===== src/rtl/ed_pkg.sv =====
// ----------------------------------------------------------------------------
// Euclidean distance package
// Widths, the square-root step count and the type carried along the cell row.
// ----------------------------------------------------------------------------
`timescale 1ns / 1ps

package ed_pkg;

    localparam int COORD_BITS_DEF = 24;
    localparam int SUM_BITS       = 64;
    localparam int DIST_BITS      = 32;
    // One result bit is settled in each cell of the root row.
    localparam int SQRT_STEPS     = SUM_BITS / 2;

    typedef struct packed {
        logic [SUM_BITS-1:0] rem;
        logic [SUM_BITS-1:0] root;
        logic                sat;
    } t_sqrt_st;

endpackage


===== src/rtl/ed_sqrt_cell.sv =====
// ----------------------------------------------------------------------------
// Square-root cell
// One restoring step of the integer square root, registered toward the next cell.
// ----------------------------------------------------------------------------
`timescale 1ns / 1ps

module ed_sqrt_cell
    import ed_pkg::*;
#(
    parameter int STEP = 0
) (
    input  logic     i_clk,
    input  logic     i_rst_n,
    input  logic     i_en,
    input  logic     i_valid,
    input  t_sqrt_st i_st,
    output logic     o_valid,
    output t_sqrt_st o_st
);

    localparam logic [SUM_BITS-1:0] BIT = SUM_BITS'(1) << (SUM_BITS - 2 - 2 * STEP);

    logic [SUM_BITS-1:0] w_trial;
    t_sqrt_st            n_st;
    logic                r_valid;
    t_sqrt_st            r_st;

    assign w_trial = i_st.root + BIT;

    always_comb begin
        n_st     = i_st;
        if (i_st.rem >= w_trial) begin
            n_st.rem  = i_st.rem - w_trial;
            n_st.root = (i_st.root >> 1) + BIT;
        end else begin
            n_st.root = i_st.root >> 1;
        end
    end

    always_ff @(posedge i_clk) begin
        if (i_en) begin
            r_st <= n_st;
        end
    end

    always_ff @(posedge i_clk) begin
        if (!i_rst_n) begin
            r_valid <= 1'b0;
        end else if (i_en) begin
            r_valid <= i_valid;
        end
    end

    assign o_valid = r_valid;
    assign o_st    = r_st;

endmodule


===== config.mk =====
export PLATFORM = sky130hd
export DESIGN_NAME = ed_sqrt_cell
export DESIGN_NICKNAME = d
export VERILOG_FILES = /design/src/rtl/ed_pkg.sv /design/src/rtl/ed_sqrt_cell.sv
export SDC_FILE = /design/constraint.sdc
export NUM_CORES = 1
export LEC_CHECK = 0
export BUFFER_PORTS_ARGS = -buffer_cell sky130_fd_sc_hd__clkbuf_2
export CAP_MARGIN = 40
export CORE_MARGIN = 2
export CORE_UTILIZATION = 57
export CTS_CLUSTER_SIZE = 20
export DETAILED_ROUTE_END_ITERATION = 10
export PLACE_DENSITY = 0.9
export SYNTH_ARGS = -nofsm -noshare
export SYNTH_HDL_FRONTEND = slang
export SYNTH_SLANG_ARGS = --single-unit

===== constraint.sdc =====
create_clock -name i_clk -period 4.91 [get_ports i_clk]
set_input_delay 0.491 -clock i_clk [delete_from_list [all_inputs] [get_ports i_clk]]
set_output_delay 0.491 -clock i_clk [all_outputs]
set_load 0.02 [all_outputs]

**After elaboration in Yosys (flattened, before gate mapping)**

Cells that the tools add are included.

- Bits in registers: 130
- Bits of input ports: 133
- Output and inout bits: 130
- Logic and storage cells: 11

- Add/subtract/negate cells: 3
- Order comparisons: 1
- Mux-type cells: 2

Operators with widths:

| operator | count |
|---|---|
| adder 63 x 63 -> 64 bit (second input constant) | 1 |
| adder 64 x 63 -> 64 bit (second input constant) | 1 |
| >= comparator 64 bit | 1 |
| 2-to-1 mux 64 bit | 1 |
| subtractor 64 bit | 1 |
| 2-to-1 mux 63 bit | 1 |

**Depth between registers and ports, before layout**

- Depth after elaboration: 3
- Depth in mapped cells: 15
- Mapped depth without buffers: 13

**Least setup slack after synthesis**

No wires, ideal clock.

- Path type: input -> register
- From: input port i_st[65] in the netlist's numbering
- To: register r_st (netlist bit o_st[127]) (data pin)
- Library setup time: 0.269 ns
- Arrival time: 2.801 ns
- Required time: 4.641 ns
- Path slack: 1.841 ns
- Stages on the path: 14
- Buffers on the path: 1
- Cells stage by stage: inv_1 > ha_1 > fa_1 > nor2b_1 > o21a_1 > o211ai_2 > a31o_2 > nand2_2 > a311oi_2 > a31oi_4 > nor2_4 > buf_6 > nor4bb_1 > nor4_2

RTL lines:

| item | RTL line | RTL |
|---|---|---|
| from (decl) | ed_sqrt_cell.sv:16 | `input t_sqrt_st i_st,` |
| to (signal assigned) | ed_sqrt_cell.sv:42 | `r_st <= n_st;` |
| to (decl) | ed_sqrt_cell.sv:26 | `t_sqrt_st r_st;` |

==> flow_metrics.env <==
export IMPL_worstPathCellList="clkbuf_2, inv_1, ha_1, nor2b_1, o21a_1, o211ai_2, a31o_2, nand2_2, a311oi_2, a31oi_4, nor2_4, buf_4, buf_4, o21ai_0"
export IMPL_drc_errors=0
export IMPL_crit_start="i_st[3]"
export IMPL_intPower_w=0.002588
export IMPL_reg2reg_to="o_valid"
export IMPL_wl_per_cell_um=17.66
export IMPL_fin_crit_ps=3775
export IMPL_antenna_found_initial=0
export IMPL_synthFlopType="edfxtp_1"
export IMPL_ctsHoldBuffers=0
export IMPL_cellLeakagePower_nw=5.042
export IMPL_die_y_um=128.2
export IMPL_numCtsBuffers=17
export IMPL_yosysSeqAreaShare_pct=44.29
export IMPL_cap_violations=0
export IMPL_crit_arrival_ps=3930
export IMPL_setup_violations=0
export IMPL_worstSetupEndpointType="flop"
export IMPL_layout_drive_gt1_share_pct=27.12
export IMPL_drtPass1Iterations=8
export IMPL_ctsResizeCount=0
export IMPL_rsz0062_at_grt="false"
export IMPL_gp_congestion=0.9226
export IMPL_rows=45
export IMPL_num_antenna_cells=0
export IMPL_final_nets=1365
export IMPL_p_switching_w=0.001264
export IMPL_antenna_left=0
export IMPL_tritoncts="yes"
export IMPL_regToRegStartpoint="o_valid"
export IMPL_slew_headroom_pct=41.96
export IMPL_cts_root_buf="clkbuf_16"
export IMPL_start_util_pct=58.05
export IMPL_criticalPathCategory="primary input to flop"
export IMPL_ys_ff_latch=130
export IMPL_final_util_pct=71.51
export IMPL_grt_first_pass_wirelength_mm=37.43
export IMPL_slowest_delay_ps=700
export IMPL_ir_drop_uv=260.2
export IMPL_rrSetupSlack_ps=4320
export IMPL_combinationalPowerShare_pct=28.6
export IMPL_async_flop_share_pct=0
export IMPL_globalRouteTotalUtil_pct=28.82
export IMPL_p_per_area_nw_per_um2=355.6
export IMPL_cts_setup_buffers=0
export IMPL_crit_top_cell="buf_4"
export IMPL_clk_path_buf_depth=2
export IMPL_endpoint="o_st[84]"
export IMPL_finalClockSkew_ps=0
export IMPL_clkSlewWorstSetupHoldPaths_ps=60
export IMPL_insertion_delay_ps=420
export IMPL_synth_top_area_cell="edfxtp_1"
export IMPL_crit_path_max_fanout=39
export IMPL_clock_sinks=130
export IMPL_grt_pass1_vias=7758
export IMPL_switching_share_pct=32.81
export IMPL_fin_crit_sh_pct=76.88
export IMPL_synth_area_um2=8792
export IMPL_startpoint_type="primary input"
export IMPL_netlist_instances=916
export IMPL_outcome="finished clean"
export IMPL_dpl_hpwl_mm=18.24
export IMPL_die_x_um=128.2
export IMPL_num_vias=8216
export IMPL_routed_wl_mm=24.16
export IMPL_fp_coreArea_um2=15150
export IMPL_hold_viol_final=0
export IMPL_avgSynthCellArea_um2=9.598
export IMPL_setup_tns_ps=0
export IMPL_crit_required_ps=5070
export IMPL_port_buffers=262
export IMPL_avgViaCountPerCell=6.006
export IMPL_h_tree_depth=4
export IMPL_num_io_pins=263
export IMPL_dr_first_iter_drc_count=815
export IMPL_syn_nets=1114
export IMPL_syn2layout_area_growth_pct=23.18
export IMPL_yosysWarnings=0
export IMPL_worst_slew_pin_slew_ps=870.6
export IMPL_synth_cell_types=65
export IMPL_synth_edf_count=129
export IMPL_synth_area_top_cells="edfxtp_1 44%, ha_1 9.1%, o21ai_0 5.0%"
export IMPL_grt_max_degree=92
export IMPL_final_max_slew_violation_count=0
export IMPL_min_path_type="primary input to flop"
export IMPL_pwr_share_seq_pct=37.0
export IMPL_clkPwrFrac_pct=34.4
export IMPL_cp_slowest_cell="nor2_4"
export IMPL_grt_overflow_total=0
export IMPL_dieArea_um2=16430
export IMPL_fmax_ghz=0.2649
export IMPL_synth_top_area_share_pct=44.06
export IMPL_reg2reg_depth=2
-- worst min-delay path by stage --
stage                       start  endpoint  depth (start not counted)
after floorplan           o_valid   o_valid                          2
after global placement    o_valid   o_valid                          2
after detailed placement  o_valid   o_valid                          2
after CTS                 i_st[0]   o_st[0]                          1
after global routing      i_st[0]   o_st[0]                          1
final                     i_st[0]   o_st[0]                          1
-- flip-flops by register name, indices dropped and copies added, names as in the netlist --
register,flops
o_st,129
o_valid,1
-- layer usage --
| layer | up-vias | track usage (%) | routed length, µm |
|---|---|---|---|
| met5 | - | 0 | 0 |
| met4 | 0 | 10.08 | 692 |
| met3 | 58 | 5.301 | 1800 |
| met2 | 451 | 49.66 | 11760 |
| met1 | 3856 | 36.45 | 9907 |
| li1 | 3851 | - | - |
-- synthesized netlist by cell type (3+ instances only) --
master and number:
and3_1 3, a211o_1 3, mux2_2 5, and4_1 4, o21ai_0 88, nor2b_1 9
inv_1 80, o31ai_1 3, nand3_1 9, o21ai_1 5, nor4bb_1 3, buf_4 3
a31oi_1 6, nand2_1 106, buf_2 13, a211oi_1 4, nor4_1 3, nand4_1 24
a21o_1 45, xnor2_1 33, ha_1 64, a21boi_0 4, nand2b_1 4, clkbuf_1 20
edfxtp_1 129, o21a_1 9, nor2_1 37, or3_1 3, nor3_1 15, o21bai_1 21
o211ai_1 6, a21oi_1 86, o221ai_1 3, xor2_1 25
-- area by class of cell --
cell class	count	area, µm²
clock buffer	17	425.4
tap	188	235.2
multi-input combinational	669	4424
inverter	80	300.3
fill	1121	4315
sequential	130	3894
timing repair buffer	269	1370
clock inverter	15	181.4
-- worst max-delay path: cells and delay by family --
kind,cells,cell delay (ps)
simple gates,3,980
fa+ha+maj,1,360
buf+inv,4,710
compound gates,6,1360
-- metrics by stage --
stage          hold WS, ps  setup WS (ps)  instance area (µm²)  cells  total power, W
6_report             245.5           1135                10830   1368        0.003852
3_3_place_gp         498.2          956.1                10220   1336        0.002492
5_1_grt              248.9          891.5                10830   1368        0.004001
3_5_place_dp         526.1          754.0                10220   1336        0.002522
4_1_cts              239.5           1181                10830   1368        0.003838
2_1_floorplan        589.3           1841                 8792    916        0.002169
-- placed cells by master, fill, tap and decap left out, drive strengths merged, types with 5 or more instances in the layout --
cell and count:
a21boi 5, a21o 45, a21oi 86, a31oi 8, buf 8, clkbuf 278, clkinv 6, edfxtp 129
ha 64, inv 84, mux2 5, nand2 107, nand3 9, nand4 24, nor2 38, nor2b 9
nor3 15, o211ai 7, o21a 9, o21ai 93, o21bai 21, xnor2 33, xor2 25
-- power groups by stage --
stage          clock network, W  logic [W]  registers (W)
5_1_grt                 0.00137    0.00120        0.00144
3_3_place_gp                  0    0.00105        0.00144
6_report                0.00133    0.00110        0.00142
4_1_cts                 0.00133    0.00109        0.00142
2_1_floorplan                 0   0.000556        0.00161
3_5_place_dp                  0    0.00107        0.00145
-- logic make-up after synthesis --
logic type | count (synthesis) | synth area share (%)
AOI/OAI and AO/OA | 303 | 21.45
adders and majority gates | 65 | 9.335
and+or+nand+nor | 236 | 12.89
muxes | 7 | 0.8680
xor gates and xnor gates | 58 | 5.778
DFF | 130 | 44.29
buffers and inverters | 117 | 5.393
No activity file was read; power rests on OpenSTA's default activity.
