**config.mk**
```make
export PLATFORM = sky130hd
export DESIGN_NAME = ed_accum
export DESIGN_NICKNAME = d
export VERILOG_FILES = /design/src/rtl/ed_pkg.sv /design/src/rtl/ed_accum.sv
export SDC_FILE = /design/constraint.sdc
export NUM_CORES = 2
export LEC_CHECK = 0
export ABC_AREA = 1
export BUFFER_PORTS_ARGS = -buffer_cell sky130_fd_sc_hd__buf_4
export CELL_PAD_IN_SITES_DETAIL_PLACEMENT = 1
export CELL_PAD_IN_SITES_GLOBAL_PLACEMENT = 2
export CORE_MARGIN = 1
export CORE_UTILIZATION = 40
export CTS_CLUSTER_SIZE = 16
export DETAILED_ROUTE_END_ITERATION = 6
export GPL_ROUTABILITY_DRIVEN = 0
export PLACE_DENSITY = 0.88
export SLEW_MARGIN = 25
export SYNTH_ARGS = -nofsm -noshare
export SYNTH_HDL_FRONTEND = slang
export SYNTH_SLANG_ARGS = --single-unit
```
**constraint.sdc**
```tcl
create_clock -name i_clk -period 14.3 [get_ports i_clk]
set_input_delay 2.145 -clock i_clk [delete_from_list [all_inputs] [get_ports i_clk]]
set_output_delay 2.145 -clock i_clk [all_outputs]
set_load 0.1 [all_outputs]
```
**src/rtl/ed_pkg.sv**
```systemverilog
// ----------------------------------------------------------------------------
// Euclidean distance package
// Widths, the square-root step count and the type carried along the cell row.
// ----------------------------------------------------------------------------
`timescale 1ns / 1ps

package ed_pkg;

    localparam int COORD_BITS_DEF = 24;
    localparam int SUM_BITS       = 64;
    localparam int DIST_BITS      = 32;
    // One result bit is settled in each cell of the root row.
    localparam int SQRT_STEPS     = SUM_BITS / 2;

    typedef struct packed {
        logic [SUM_BITS-1:0] rem;
        logic [SUM_BITS-1:0] root;
        logic                sat;
    } t_sqrt_st;

endpackage

```
**src/rtl/ed_accum.sv**
```systemverilog
// ----------------------------------------------------------------------------
// Squared-difference accumulator
// Absolute difference, square and saturating 64-bit sum of a vector's beats.
// ----------------------------------------------------------------------------
`timescale 1ns / 1ps

module ed_accum
    import ed_pkg::*;
#(
    parameter int COORD_BITS = COORD_BITS_DEF
) (
    input  logic                  i_clk,
    input  logic                  i_rst_n,
    input  logic                  i_valid,
    input  logic [COORD_BITS-1:0] i_coord_a,
    input  logic [COORD_BITS-1:0] i_coord_b,
    input  logic                  i_last,
    output logic                  o_valid,
    output t_sqrt_st              o_st
);

    logic signed [COORD_BITS:0]   w_diff;
    logic        [COORD_BITS-1:0] w_abs;
    logic        [SUM_BITS:0]     w_total;
    logic        [SUM_BITS-1:0]   w_sum_sat;
    logic                         w_ovf;

    logic                         r_d_valid;
    logic                         r_d_last;
    logic [COORD_BITS-1:0]        r_diff;
    logic                         r_q_valid;
    logic                         r_q_last;
    logic [2*COORD_BITS-1:0]      r_sq;
    logic [SUM_BITS-1:0]          r_sum;
    logic                         r_ovf;

    assign w_diff = $signed({i_coord_a[COORD_BITS-1], i_coord_a})
                  - $signed({i_coord_b[COORD_BITS-1], i_coord_b});
    // The magnitude of a difference of two COORD_BITS values always fits COORD_BITS bits.
    assign w_abs  = w_diff[COORD_BITS] ? COORD_BITS'(-w_diff) : w_diff[COORD_BITS-1:0];

    assign w_total   = {1'b0, r_sum} + {1'b0, SUM_BITS'(r_sq)};
    assign w_sum_sat = w_total[SUM_BITS] ? {SUM_BITS{1'b1}} : w_total[SUM_BITS-1:0];
    assign w_ovf     = r_ovf | w_total[SUM_BITS];

    always_ff @(posedge i_clk) begin
        r_diff <= w_abs;
        r_sq   <= r_diff * r_diff;
    end

    always_ff @(posedge i_clk) begin
        if (!i_rst_n) begin
            r_d_valid <= 1'b0;
            r_d_last  <= 1'b0;
            r_q_valid <= 1'b0;
            r_q_last  <= 1'b0;
            r_sum     <= '0;
            r_ovf     <= 1'b0;
        end else begin
            r_d_valid <= i_valid;
            r_d_last  <= i_last;
            r_q_valid <= r_d_valid;
            r_q_last  <= r_d_last;
            if (r_q_valid) begin
                if (r_q_last) begin
                    r_sum <= '0;
                    r_ovf <= 1'b0;
                end else begin
                    r_sum <= w_sum_sat;
                    r_ovf <= w_ovf;
                end
            end
        end
    end

    assign o_valid     = r_q_valid & r_q_last;
    assign o_st.rem    = w_sum_sat;
    assign o_st.root   = '0;
    assign o_st.sat    = w_ovf;

endmodule

```
Yosys cells after proc, flatten, opt, wreduce, memory -nomap -nowiden

Index checks and enable logic that the tools add are counted.

Mux-type cells: 4
Add/subtract/negate cells: 3
Multipliers: 1
Bitwise gates (word level): 2

Operator list:

| cell                                           | count |
|---|---|
| 64-bit 2-to-1 mux                              | 2 |
| 64-bit by 48-bit adder with 65-bit output      | 1 |
| 24-bit by 24-bit multiplier with 48-bit output | 1 |
| 24-bit by 24-bit subtractor with 25-bit output | 1 |
| 24-bit 2-to-1 mux                              | 1 |
| 24-bit negator                                 | 1 |
| 1-bit bitwise AND                              | 1 |
| 1-bit 2-to-1 mux                               | 1 |
| 1-bit OR                                       | 1 |

Input bits: 52
Register bits after elaboration: 141
Output and inout port bits: 130
Logic and storage cells: 18

Depth between registers and ports, before layout

Depth in word-level cells: 3
Mapped depth: 29
Depth with buffers taken out: 28

Worst setup path before layout

Ideal clock, no wire load.

Kind: reg2reg
From: register r_diff[2]
To: register r_sq[37]
Library setup time: 0.072 ns
Arrival: 6.154 ns
Required time: 14.228 ns
Clock period less this slack: 6.225 ns
Path slack: 8.075 ns
Cell stages (with the launch flop): 25
Path buffers: 1
Cells stage by stage: dfxtp_1 -> clkbuf_1 -> nand2_1 -> fa_1 -> inv_1 -> fa_1 -> inv_1 -> fa_1 -> inv_1 -> fa_1 -> inv_1 -> fa_1 -> inv_1 -> fa_1 -> inv_1 -> fa_1 -> inv_1 -> ha_1 -> nand2_1 -> o21ai_0 -> a21oi_1 -> o311ai_0 -> nand2_1 -> nand2_1 -> xor2_1

Word-level cells in the longest chain between the ends: 1

RTL lines:

| what                                           | RTL line       | source |
|---|---|---|
| start, declared                                | ed_accum.sv:30 | `logic [COORD_BITS-1:0] r_diff;` |
| start signal, assigned                         | ed_accum.sv:47 | `r_diff <= w_abs;` |
| 24-bit by 24-bit multiplier with 48-bit output | ed_accum.sv:48 | `r_sq <= r_diff * r_diff;` |
| end signal, assigned                           | ed_accum.sv:48 |  |
| end, declared                                  | ed_accum.sv:33 | `logic [2*COORD_BITS-1:0] r_sq;` |

No other way between the ends.
A chain may end at the register's enable or synchronous reset.

Worst setup path after layout

From: register r_diff[0]
To: register r_sq[30]

Same word-level chain as after synthesis.

==> flow_summary.toml <==
[floorplan]
start_util_pct = 40.5
die_area_sq_mm = 0.0721
design.portCount = 182
die_h_microns = 269
num_rows = 97
fp.coreArea_sq_mm = 0.0701
fp.dieW_microns = 269

[logic_synthesis]
synth.avg_cell_area_sq_um = 7.26
synth_common_cells = "inv_1 (1011), nand2_1 (968), fa_1 (423)"
synth_flop_cell = "dfxtp_1"
synth-compound-area-share_pct = 7.16
ys_ff_latch = 140
synthArstFlopShare_pct = 0
synth-simple-area-share_pct = 22.5
synth_enable_flop_cells = 0
yosys_warnings = 0
yosysMostFrequentCell = "inv_1"
yosys.area.top_type = "fa_1"
syn_inst = 3912
synthMuxAreaShare_pct = 0
yosysSeqAreaShare_pct = 9.86
ys_top_cells_by_area = "fa_1 (30%), inv_1 (13%), nand2_1 (13%)"
synth-xor-area-share_pct = 3.20
synthAdderAreaFrac_pct = 40.8
ys_types = 48
syn_area_sq_mm = 0.0284
yosys.area.top_type_share_pct = 29.8
synth_top_family_by_area = "adder cells"

[setup_path]
reg2regPathDepth = 24
r2r-end = "r_sq[30]"
start_kind = "register"
reg2reg_from = "r_diff[0]"
r2r_slack_ps = 6940
endpoint_kind = "register"
critPathArrivalTime_ps = 7750
crit_path_max_fanout = 25
crit_type = "register to register"
cp.required_ps = 14680

[drt]
vias_per_cell = 4.81
vias = 23700
postRouteWirelength_microns = 85500
wire_per_inst_microns = 17.3
ant_nets = 0
drt-pass1-iter-count = 4
drc = 0
drt_iter0_markers = 944

[run_status]
outcome = "completed"

[timing]
rsz0062_at_grt = "no"
slew_viol_final = 0
finClkSkew_ps = 15.5
setup_viol = 0
hold_viol = 0
max_slew_margin_pct = 32.7
finalSetupTns_ps = 0
worstMarginPinSlew_ps = 1010
post-route-period-util_pct = 51.5
period_minus_slack_ps = 7360
max_freq_mhz = 136

[hold_path]
hold_path_end = "r_q_last"
hold_class = "register to register"
whs_path_depth = 2
hold_path_startpoint = "r_d_last"

[placement]
portBuffers = 117
placed_area_sq_mm = 0.0300
post-dp-hpwl_microns = 73800
dp.cells = 4909

[finish]
layout-drive-gt1-share_pct = 7.80
antenna_cells = 0
nFillCells = 8982
seqCellArea_sq_mm = 0.00281
fin_cells = 4940
finalNetCount = 4712
multi_input_area_sq_mm = 0.0212
stdcell_area_sq_mm = 0.0306
syn2layout_area_growth_pct = 7.70

[clock_tree]
path_clk_slew_ps = 70
cts-root-buf = "clkbuf_16"
clk_latency_ps = 490
numCtsBuffers = 17
cts_setup_buffers = 0
clk_path_buf_depth = 2
cts_tree = "done"
h-tree-depth = 4
cts.repair.resized = 0
cts_hold_buffers = 0
cts_sinks = 140

[global_routing]
antenna_found_initial = 0
grt_pass1_vias = 26200
grt_first_pass_wirelength_microns = 139000
grt_max_degree = 66
grt_remaining_overflow = 0
grt_usage_pct = 24.8

[job]
cap_violations = 0
[critical path: stages (launching register included)]
cell,delay (ps)
dfxtp_1,960
nand2_1,240
fa_1,580
inv_1,60
fa_1,530
inv_1,50
fa_1,540
inv_1,50
fa_1,500
inv_1,60
fa_1,520
inv_1,50
fa_1,470
inv_1,50
fa_1,480
inv_1,50
ha_1,340
nand2_1,130
nor2_1,120
inv_1,90
nor3_1,450
a21oi_1,230
o21bai_1,260
a31oi_1,180
xnor2_1,260
[sequential cells by signal (all words and copies together), names as in the netlist]
register / cells
r_q_valid: 1
r_sum: 64
r_q_last: 1
r_sq: 47
r_d_valid: 1
r_ovf: 1
r_diff: 24
r_d_last: 1
[worst max path at each step]
stage / end / slack, ps / start
2_1_floorplan: r_sq[37] / 8070 / r_diff[2]
3_3_place_gp: r_sq[30] / 6970 / r_diff[7]
3_5_place_dp: r_sq[30] / 7030 / r_diff[12]
4_1_cts: r_sq[30] / 7000 / r_diff[12]
5_1_grt: r_sq[30] / 6640 / r_diff[0]
6_report: r_sq[30] / 6940 / r_diff[0]
[stage by stage]
stage / hold slack, ps / worst slack [ps] / util (%)
5_1_grt: 435 / 6640 / 43.6
2_1_floorplan: 390 / 8070 / -
6_report: 415 / 6940 / 43.6
4_1_cts: 419 / 7000 / 43.6
3_5_place_dp: 404 / 7030 / 42.8
3_3_place_gp: 401 / 6970 / 42.8
[metal layers]
| metal | up-vias | share of wire, % | GRT usage [%] |
|---|---|---|---|
| met5 | - | 0 | 0 |
| met2 | 268 | 50 | 44.7 |
| met1 | 11700 | 46 | 31.3 |
| met3 | 90 | 2.0 | 2.29 |
| li1 | 11600 | - | - |
| met4 | 0 | 2.4 | 7.13 |
[cell families (layout without fill, tap and decap cells)]
kind of cell | after synthesis | count (layout)
other | 1 | 64
DFF | 140 | 140
xor gates and xnor gates | 103 | 103
and+or+nand+nor | 1481 | 1481
AOI/OAI and AO/OA | 356 | 356
adders and majority gates | 672 | 672
buffers and inverters | 1159 | 1184
[cell type report]
type,instances,area share [%]
timing repair buffer,136,3.34
clock inverter,12,0.450
inverter,1017,12.5
sequential,140,9.19
clock buffer,19,1.48
tap,940,3.84
multi-input combinational,2676,69.2
[cell usage in the layout, fill, tap and decap left out, drive strengths merged, types with 17 or more instances in the layout]
cell type,netlist,layout
conb,1,64
dfxtp,140,140
xor2,64,64
inv,1017,1020
fa,423,423
clkbuf,64,19
nand3,142,142
a21oi,223,223
nor3,17,17
nor2,234,234
nand4,30,30
xnor2,39,39
nand2,1025,1025
o21ai,84,84
ha,249,249
buf,78,136
Power is not shown: default switching activity piles up to over one toggle a cycle in this logic, so the estimate is an artifact.
